$ cat src/hdl/m3h_pkg.sv
// Package for the MurmurHash3 word stream hash: mixing constants and the
// scrambled-word item type that travels from the front end to the back end.
// No dependencies.
package m3h_pkg;

  localparam int unsigned WORD_W = 32;

  localparam logic [WORD_W-1:0] MUR_C1  = 32'hcc9e2d51;
  localparam logic [WORD_W-1:0] MUR_C2  = 32'h1b873593;
  localparam logic [WORD_W-1:0] MUR_ADD = 32'he6546b64;
  localparam logic [WORD_W-1:0] MUR_F1  = 32'h85ebca6b;
  localparam logic [WORD_W-1:0] MUR_F2  = 32'hc2b2ae35;

  // Bytes added to the message length for every valid word.
  localparam logic [WORD_W-1:0] BYTES_PER_WORD = 32'd4;

  // One classified item after key scrambling.
  typedef struct packed {
    logic [WORD_W-1:0] key;
    logic              word_valid;
    logic              last;
  } scr_item_t;

endpackage

$ cat src/hdl/m3h_front.sv
// Front end: accepts input items, scrambles the key word in two multiply
// stages and drops items that carry neither a word nor an end marker.
// Depends on m3h_pkg.
module m3h_front (
  input  logic                         clk,
  input  logic                         rst,
  input  logic                         in_valid,
  output logic                         in_ready,
  input  logic [m3h_pkg::WORD_W-1:0]   in_word,
  input  logic                         in_word_valid,
  input  logic                         in_last,
  output logic                         push,
  input  logic                         push_ready,
  output m3h_pkg::scr_item_t           push_item
);
  import m3h_pkg::*;

  logic              s1_valid;
  logic [WORD_W-1:0] s1_prod;
  logic              s1_word_valid;
  logic              s1_last;
  logic              s2_valid;
  scr_item_t         s2_item;
  logic              advance;
  logic [WORD_W-1:0] prod1_next;
  logic [WORD_W-1:0] rot15;
  logic [WORD_W-1:0] prod2_next;

  // The whole pipe moves unless a needed push is held off by a full queue.
  assign push     = s2_valid && (s2_item.word_valid || s2_item.last);
  assign advance  = !push || push_ready;
  assign in_ready = advance;
  assign push_item = s2_item;

  // Scramble arithmetic: multiply, rotate left 15, multiply.
  always_comb begin
    prod1_next = in_word * MUR_C1;
    rot15      = {s1_prod[16:0], s1_prod[31:17]};
    prod2_next = rot15 * MUR_C2;
  end

  // Control state of both stages.
  always_ff @(posedge clk) begin
    if (rst) begin
      s1_valid <= 1'b0;
      s2_valid <= 1'b0;
    end else if (advance) begin
      s1_valid <= in_valid;
      s2_valid <= s1_valid;
    end
  end

  // Payload of both stages.
  always_ff @(posedge clk) begin
    if (advance) begin
      s1_prod            <= prod1_next;
      s1_word_valid      <= in_word_valid;
      s1_last            <= in_last;
      s2_item.key        <= prod2_next;
      s2_item.word_valid <= s1_word_valid;
      s2_item.last       <= s1_last;
    end
  end

endmodule

$ cat src/hdl/m3h_queue.sv
// Short queue between the front end and the back end, with a registered
// head entry so that the memory read happens in a clocked block.
// Depends on m3h_pkg.
module m3h_queue #(
  parameter int unsigned DEPTH = 4
) (
  input  logic               clk,
  input  logic               rst,
  input  logic               in_valid,
  output logic               in_ready,
  input  m3h_pkg::scr_item_t in_item,
  output logic               out_valid,
  input  logic               out_ready,
  output m3h_pkg::scr_item_t out_item
);
  import m3h_pkg::*;

  localparam int unsigned PTR_W = (DEPTH > 1) ? $clog2(DEPTH) : 1;
  localparam int unsigned CNT_W = $clog2(DEPTH + 1);

  scr_item_t        mem [DEPTH];
  logic [PTR_W-1:0] wr_ptr;
  logic [PTR_W-1:0] rd_ptr;
  logic [CNT_W-1:0] count;
  logic             wr_en;
  logic             load;

  assign in_ready = (count != CNT_W'(DEPTH));
  assign wr_en    = in_valid && in_ready;
  // Refill the head register whenever it is empty or being taken.
  assign load     = (count != '0) && (!out_valid || out_ready);

  // Storage write and registered head read.
  always_ff @(posedge clk) begin
    if (wr_en) begin
      mem[wr_ptr] <= in_item;
    end
    if (load) begin
      out_item <= mem[rd_ptr];
    end
  end

  // Pointers, fill count and head valid.
  always_ff @(posedge clk) begin
    if (rst) begin
      wr_ptr    <= '0;
      rd_ptr    <= '0;
      count     <= '0;
      out_valid <= 1'b0;
    end else begin
      if (wr_en) begin
        wr_ptr <= (wr_ptr == PTR_W'(DEPTH - 1)) ? '0 : wr_ptr + 1'b1;
      end
      if (load) begin
        rd_ptr <= (rd_ptr == PTR_W'(DEPTH - 1)) ? '0 : rd_ptr + 1'b1;
      end
      if (wr_en && !load) begin
        count <= count + 1'b1;
      end else if (load && !wr_en) begin
        count <= count - 1'b1;
      end
      if (load) begin
        out_valid <= 1'b1;
      end else if (out_ready) begin
        out_valid <= 1'b0;
      end
    end
  end

endmodule

$ cat src/hdl/m3h_back.sv
// Back end: mixes scrambled words into the running hash and byte count,
// then finalizes on the last item through a three-stage avalanche pipe.
// Depends on m3h_pkg.
module m3h_back (
  input  logic                         clk,
  input  logic                         rst,
  input  logic                         item_valid,
  output logic                         item_ready,
  input  m3h_pkg::scr_item_t           item,
  output logic                         out_valid,
  input  logic                         out_ready,
  output logic [m3h_pkg::WORD_W-1:0]   out_hash
);
  import m3h_pkg::*;

  logic [WORD_W-1:0] running_hash;
  logic [WORD_W-1:0] byte_count;
  logic [WORD_W-1:0] hash_next;
  logic [WORD_W-1:0] byte_count_next;
  logic [WORD_W-1:0] mix_x;
  logic [WORD_W-1:0] mix_rot;
  logic              fin_adv;
  logic              pop;
  logic              fa_valid;
  logic              fb_valid;
  logic              fc_valid;
  logic [WORD_W-1:0] fa;
  logic [WORD_W-1:0] fb;
  logic [WORD_W-1:0] fc;
  logic [WORD_W-1:0] fb_next;
  logic [WORD_W-1:0] fc_next;

  // Finalization moves whenever the output register is free or taken.
  assign fin_adv    = !out_valid || out_ready;
  assign item_ready = !item.last || fin_adv;
  assign pop        = item_valid && item_ready;

  // Hash recurrence: xor, rotate left 13, times five, plus constant.
  always_comb begin
    mix_x   = running_hash ^ item.key;
    mix_rot = {mix_x[18:0], mix_x[31:19]};
    if (item.word_valid) begin
      hash_next       = (mix_rot << 2) + mix_rot + MUR_ADD;
      byte_count_next = byte_count + BYTES_PER_WORD;
    end else begin
      hash_next       = running_hash;
      byte_count_next = byte_count;
    end
  end

  // Avalanche multiplies, one per stage.
  always_comb begin
    fb_next = (fa ^ (fa >> 16)) * MUR_F1;
    fc_next = (fb ^ (fb >> 13)) * MUR_F2;
  end

  // Running state; a finished message returns it to zero.
  always_ff @(posedge clk) begin
    if (rst) begin
      running_hash <= '0;
      byte_count   <= '0;
    end else if (pop) begin
      if (item.last) begin
        running_hash <= '0;
        byte_count   <= '0;
      end else begin
        running_hash <= hash_next;
        byte_count   <= byte_count_next;
      end
    end
  end

  // Finalization control.
  always_ff @(posedge clk) begin
    if (rst) begin
      fa_valid  <= 1'b0;
      fb_valid  <= 1'b0;
      fc_valid  <= 1'b0;
      out_valid <= 1'b0;
    end else if (fin_adv) begin
      fa_valid  <= pop && item.last;
      fb_valid  <= fa_valid;
      fc_valid  <= fb_valid;
      out_valid <= fc_valid;
    end
  end

  // Finalization payload.
  always_ff @(posedge clk) begin
    if (fin_adv) begin
      fa       <= hash_next ^ byte_count_next;
      fb       <= fb_next;
      fc       <= fc_next;
      out_hash <= fc ^ (fc >> 16);
    end
  end

endmodule

$ cat src/hdl/murmur3_word_stream_hash_top.sv
// Result path: a hash leaves once its last item has passed, in order, the second scramble
// stage, the queue write, the head read, the mix, two avalanche multiplies and
// the final xor-shift. Throughput: one item per cycle while both sides
// flow; the queue absorbs short stalls. Reset (rst, synchronous) empties all
// stages and the queue and clears the running hash and byte count to zero.
module murmur3_word_stream_hash_top #(
  parameter int unsigned QUEUE_DEPTH = 4
) (
  input  logic        clk,
  input  logic        rst,
  input  logic        s_axis_tvalid,
  output logic        s_axis_tready,
  input  logic [31:0] s_axis_tdata,   // [31:0] word
  input  logic        s_axis_tuser,   // [0] word_valid
  input  logic        s_axis_tlast,
  output logic        m_axis_tvalid,
  input  logic        m_axis_tready,
  output logic [31:0] m_axis_tdata    // [31:0] hash
);
  import m3h_pkg::*;

  logic      push;
  logic      push_ready;
  scr_item_t push_item;
  logic      q_valid;
  logic      q_ready;
  scr_item_t q_item;

  // Scramble and classify.
  m3h_front u_front (
    .clk           (clk),
    .rst           (rst),
    .in_valid      (s_axis_tvalid),
    .in_ready      (s_axis_tready),
    .in_word       (s_axis_tdata),
    .in_word_valid (s_axis_tuser),
    .in_last       (s_axis_tlast),
    .push          (push),
    .push_ready    (push_ready),
    .push_item     (push_item)
  );

  // Decoupling queue.
  m3h_queue #(
    .DEPTH (QUEUE_DEPTH)
  ) u_queue (
    .clk       (clk),
    .rst       (rst),
    .in_valid  (push),
    .in_ready  (push_ready),
    .in_item   (push_item),
    .out_valid (q_valid),
    .out_ready (q_ready),
    .out_item  (q_item)
  );

  // Mix and finalize.
  m3h_back u_back (
    .clk        (clk),
    .rst        (rst),
    .item_valid (q_valid),
    .item_ready (q_ready),
    .item       (q_item),
    .out_valid  (m_axis_tvalid),
    .out_ready  (m_axis_tready),
    .out_hash   (m_axis_tdata)
  );

endmodule

$ cat config.mk
export PLATFORM = sky130hd
export DESIGN_NAME = murmur3_word_stream_hash_top
export DESIGN_NICKNAME = d
export VERILOG_FILES = /design/src/hdl/m3h_pkg.sv /design/src/hdl/m3h_front.sv /design/src/hdl/m3h_queue.sv /design/src/hdl/m3h_back.sv /design/src/hdl/murmur3_word_stream_hash_top.sv
export SDC_FILE = /design/constraint.sdc
export NUM_CORES = 2
export LEC_CHECK = 0
export ABC_AREA = 1
export BUFFER_PORTS_ARGS = -buffer_cell sky130_fd_sc_hd__clkbuf_2
export CORE_MARGIN = 2
export CORE_UTILIZATION = 51
export DETAILED_ROUTE_END_ITERATION = 7
export GPL_TIMING_DRIVEN = 0
export HOLD_SLACK_MARGIN = 0.02
export PLACE_DENSITY_LB_ADDON = 0.15
export REMOVE_ABC_BUFFERS = 1
export SYNTH_ARGS = -nofsm -noshare
export SYNTH_HDL_FRONTEND = slang
export SYNTH_SLANG_ARGS = --single-unit
export TNS_END_PERCENT = 20
$ cat constraint.sdc
create_clock -name clk -period 8.73 [get_ports clk]
set_input_delay 1.3095 -clock clk [delete_from_list [all_inputs] [get_ports clk]]
set_output_delay 1.3095 -clock clk [all_outputs]
set_load 0.05 [all_outputs]
== Yosys cells after proc, flatten, opt, wreduce, memory -nomap -nowiden ==
Memory sizes are Yosys's and may differ from the RTL's. A register that Yosys moved wholly into a read port is not among the register bits.
Index checks and enable logic that the tools add are counted.

* Add/sub/neg operators: 7
* Multiply operators: 4
* Divide/modulo/power cells: 0
* Magnitude comparators: 0
* Eq/ne operators: 3
* Shifts and indexed selects: 0
* Muxes and demuxes: 12
* Bitwise logic cells: 5
* Reduce and logical (&&, ||, !) cells: 21

{| class="wikitable"
|+ Operators with widths
! operator !! count
|-
| $mux 32 || 4
|-
| $mul 32x31->32 const B || 2
|-
| $xor 32x16->32 || 2
|-
| $xor 32x32->32 || 2
|-
| $add 32x3->32 const B || 1
|-
| $add 32x32->32 || 1
|-
| $add 32x32->32 const B || 1
|-
| $mul 32x29->32 const B || 1
|-
| $mul 32x32->32 const B || 1
|-
| $xor 32x19->32 || 1
|-
| $logic_and 1x1->1 || 7
|-
| $logic_not 1->1 || 6
|-
| $mux 3 || 2
|-
| $logic_or 1x1->1 || 5
|-
| $add 2x1->2 const B || 2
|-
| $eq 2x2->1 const B || 2
|-
| $mux 1 || 4
|-
| $mux 2 || 2
|-
| $reduce_bool 2->1 || 2
|-
| $add 3x1->3 const B || 1
|-
| $ne 3x3->1 const B || 1
|-
| $reduce_bool 3->1 || 1
|-
| $sub 3x1->3 const B || 1
|}

* Bits in registers: 274
* Bits in latches: 0
* Bits in writable memories: 136
* Bits in read-only memories: 0
* Input port bits: 38
* Memories: 1

{| class="wikitable"
|+ Memories
! memory !! depth !! width !! read ports !! clocked after Yosys merged registers in !! write ports !! RTL line !! source
|-
| u_queue.mem || 4 || 34 || 1 || 1 || 1 || m3h_queue.sv:21 || <nowiki>scr_item_t mem [DEPTH];</nowiki>
|}

== Depth between registers and ports, before layout ==
* Depth after elaboration: 8
* Mapped depth: 31
* Mapped depth without buffers: 31

== Cells and area by module ==
A second synthesis with hierarchy kept.

* Cell total of the unflattened synthesis: 5,736
* Area, all modules: 54,572.3 µm²

{| class="wikitable"
|+ By module, submodules not included
! module !! times used !! cells an instance !! area each (µm²) !! sequential area each (µm²)
|-
| m3h_back || 1 || 3,243 || 28,797.6 || 5,165.0
|-
| m3h_front || 1 || 2,057 || 19,229.7 || 2,082.0
|-
| m3h_queue || 1 || 436 || 6,545.0 || 5,265.0
|}

== Least setup slack after synthesis ==
OpenSTA, ideal clock, no wires.

* Kind: reg2reg
* Start point: register u_back.fa[24]
* End point: register u_back.fb[31] (data pin)
* Setup time: 0.252 ns
* Data arrival time: 6.260 ns
* Required time: 8.478 ns
* Setup slack: 2.218 ns
* Cell stages (with the launch flop): 26
* Path buffers: 0
* Clock period less this slack: 6.512 ns
* Path through: edfxtp_1 -> xor2_1 -> inv_1 -> nor2_1 -> nor2_1 -> ha_1 -> or2_2 -> fa_1 -> fa_1 -> inv_1 -> fa_1 -> inv_1 -> fa_1 -> fa_1 -> fa_1 -> fa_1 -> ha_1 -> nand2_1 -> nand2_1 -> o21bai_1 -> a211oi_1 -> o21ai_0 -> nor2_1 -> inv_1 -> nand2_1 -> nand2_1

* Cells in the longest elaborated chain, start to end: 2

{| class="wikitable"
|+ RTL lines
! item !! RTL line !! source
|-
| start: declaration || m3h_back.sv:27 || <nowiki>logic [WORD_W-1:0] fa;</nowiki>
|-
| start signal: assignment || m3h_back.sv:91 || <nowiki>fa <= hash_next ^ byte_count_next;</nowiki>
|-
| $xor 32x16->32 || m3h_back.sv:53 || <nowiki>fb_next = (fa ^ (fa >> 16)) * MUR_F1;</nowiki>
|-
| $mul 32x32->32 || m3h_back.sv:53 ||
|-
| via u_back.fb_next[31] || m3h_back.sv:30 || <nowiki>logic [WORD_W-1:0] fb_next;</nowiki>
|-
| end signal: assignment || m3h_back.sv:92 || <nowiki>fb <= fb_next;</nowiki>
|-
| end: declaration || m3h_back.sv:28 || <nowiki>logic [WORD_W-1:0] fb;</nowiki>
|}

The timed path passes the listed nets, and every way through them passes these cells.
A chain may end at the register's enable or synchronous reset.

== Worst setup path after layout ==
Same ends and word-level chain as after synthesis.

==> impl_metrics.tcl <==
set metrics [dict create \
    status "finished, final reports clean" \
    fin_crit_sh 0.929 \
    synth_xor_area_frac 0.0489 \
    hpwl_um 117000 \
    crit_required_ns 9.03 \
    grt_max_degree 98 \
    clockRootBuffer "clkbuf_16" \
    cp_data_arrival_time_ns 8.42 \
    synth.top_cell.area_share 0.267 \
    min_period_ns 8.11 \
    syn_avg_cell_area_um2 9.37 \
    fin_nets 7533 \
    worst-path-buf-inv 4 \
    gp_congestion 0.938 \
    grtUsageTotal 0.252 \
    seq_area_frac_synth 0.228 \
    hp-class "flop to flop" \
    cp_max_fo 7 \
    routedWlPerCell_um 18.4 \
    grt_pass1_wl_um 215000 \
    fmax_ghz 0.123 \
    cp-start-kind "flop" \
    path_clk_slew_ns 0.06 \
    drc_errors 0 \
    rsz0062_at_grt "false" \
    path_delay_family "adder cells" \
    setup_tns_ns 0 \
    slowest_stage "xor2_1" \
    finalCoreUtilization 0.550 \
    netlist_instances 5862 \
    ys_async_sr_fraction 0 \
    skew_ns 0.0477 \
    wirelength_um 136000 \
    ys_warn_count 0 \
    ctsHoldBuffers 0 \
    antenna-diode-count 0 \
    n_fill_cell 9841 \
    drv_cap 0 \
    ys_types 55 \
    grt_pass1_vias 38600 \
    cpPeakStageDelay_ns 0.86 \
    cts.path.max_buffers 3 \
    worstMarginPinSlew_ns 1.27 \
    dr.first_iter.drc_count 2253 \
    syn_area_um2 54900 \
    setup_viol 0 \
    synth-edff-count 366 \
    synth-simple-area-share 0.108 \
    insertion_delay_ns 0.65 \
    holdWs_ns 0.424 \
    final_common_cell "inv_1" \
    slew_headroom 0.154 \
    initial_core_util 0.514 \
    pin_count 72 \
    avgViaCountPerCell 5.10 \
    cts.sinks 442 \
    yosys.area.top_type "fa_1" \
    cts_tree "built" \
    synthTopCellsByArea "fa_1 (27%), edfxtp_1 (20%), ha_1 (19%), inv_1 (11%), nand2_1 (5.7%)" \
    core_area_um2 107000 \
    ctsResizeCount 0 \
    post-cts-setup-buffers 0 \
    dieArea_um2 110000 \
    layout_common_cells "inv_1 (1617), nand2_1 (831), ha_1 (817)" \
    synth_top_family_by_area "adder cells" \
    synth_mux_area_frac 0 \
    cpMostUsedCell "fa_1" \
    ys_ff_latch 442 \
    synth_fa_ha_area_frac 0.453 \
    crit_path_end_kind "flop" \
    overflow 0 \
    finalHoldViolCount 0 \
    cts.htree.levels 2 \
    drive_gt1_frac 0.0374 \
    die_h_um 332 \
    die_x_um 332 \
    synth_ff_type "edfxtp_1" \
    antenna_found_initial 1 \
    cts-buffers-inserted 50 \
    port-buffer-count 71 \
    slew_viol_final 0 \
    via_count 37600 \
    pre_cts_slack_ns 0.609 \
    crit_type "flop to flop" \
    synth-compound-area-share 0.0477 \
    std_cell_rows 120 \
    ant_nets 0 \
    syn_to_final_growth_pct 7.11 \
    fin_ws_ns 0.618 \
    drt_pass1_iterations 5 \
]
## worst paths after layout
path	start	to	slack [ns]	cells after the start
worst max-delay path	u_back.fa[24]$_DFFE_PP_	u_back.fb[31]$_DFFE_PP_	0.62	25
worst min-delay path	u_front.s1_last$_DFFE_PP_	u_front.push_item[0]$_DFFE_PP_	0.42	0
worst max register to register	u_back.fa[24]$_DFFE_PP_	u_back.fb[31]$_DFFE_PP_	0.62	25
worst min register to register	u_front.s1_last$_DFFE_PP_	u_front.push_item[0]$_DFFE_PP_	0.42	0
## kinds of logic after synthesis
group,after synthesis
fa+ha+maj,1549
xor+xnor,304
flops,442
simple gates,1411
compound gates,477
buf+inv,1679
## cell usage after synthesis, types with 3 or more instances
cell and count:
dfxtp_1 76, inv_1 1620, xor2_1 172, inv_2 5, fa_1 732, nand3_1 174, nor3_1 25, xnor2_1 129
clkbuf_1 47, o22ai_1 34, a21o_1 13, o21bai_1 16, edfxtp_1 366, nand4_1 48, nor2_1 260, a211oi_1 13
o21ai_0 138, a21oi_1 207, nand2_1 832, o211ai_1 13, buf_2 3, ha_1 817, o21ai_1 23, a21boi_1 3
or2_2 26, a31oi_1 6, nand3b_1 14, nor4_1 5, nand2b_1 4, nand2_2 5, nor2_4 4
## final cells by class
cell class | instances | area (µm²) | share of cell area
sequential | 442 | 12500 | 0.213
tap | 1403 | 1760 | 0.0298
timing repair buffer | 85 | 706 | 0.0120
inverter | 1626 | 6110 | 0.104
clock inverter | 27 | 310 | 0.00527
clock buffer | 61 | 1290 | 0.0220
multi-input combinational | 3741 | 36200 | 0.614
## registers in the layout, indices dropped and copies added, names as in the netlist, 3 cells and up
signal,count
u_back.fb,32
u_queue.count,3
u_queue.mem,136
u_back.byte_count,30
u_front.push_item,34
u_front.s1_prod,32
u_back.out_hash,32
u_queue.out_item,34
u_back.fa,32
u_back.running_hash,32
u_back.fc,32
## layer usage
metal | GRT usage | wire [µm] | vias up
met4 | 0.0590 | 3070 | 2
met2 | 0.447 | 68600 | 692
met1 | 0.336 | 59800 | 18500
li1 | - | - | 18300
met3 | 0.0180 | 4630 | 136
met5 | 0 | 13 | -
## worst register-to-register path, delay by kind of cell (launching register included)
family / cells / cell delay [ns]
buf+inv: 4 / 0.42
compound gates: 4 / 0.63
fa+ha+maj: 9 / 3.95
xor+xnor: 1 / 0.86
flops: 1 / 0.54
simple gates: 7 / 1.41
## metrics by stage
step / area, µm² / instances
3_5_place_dp: 57200 / 7297
3_3_place_gp: 56800 / 7283
4_1_cts: 58800 / 7385
6_report: 58800 / 7385
5_1_grt: 58800 / 7385
2_1_floorplan: 54700 / 5809
Power is left out: the tool's default activity adds up to more than one toggle a clock period on the data nets, which glitch-free logic cannot reach.
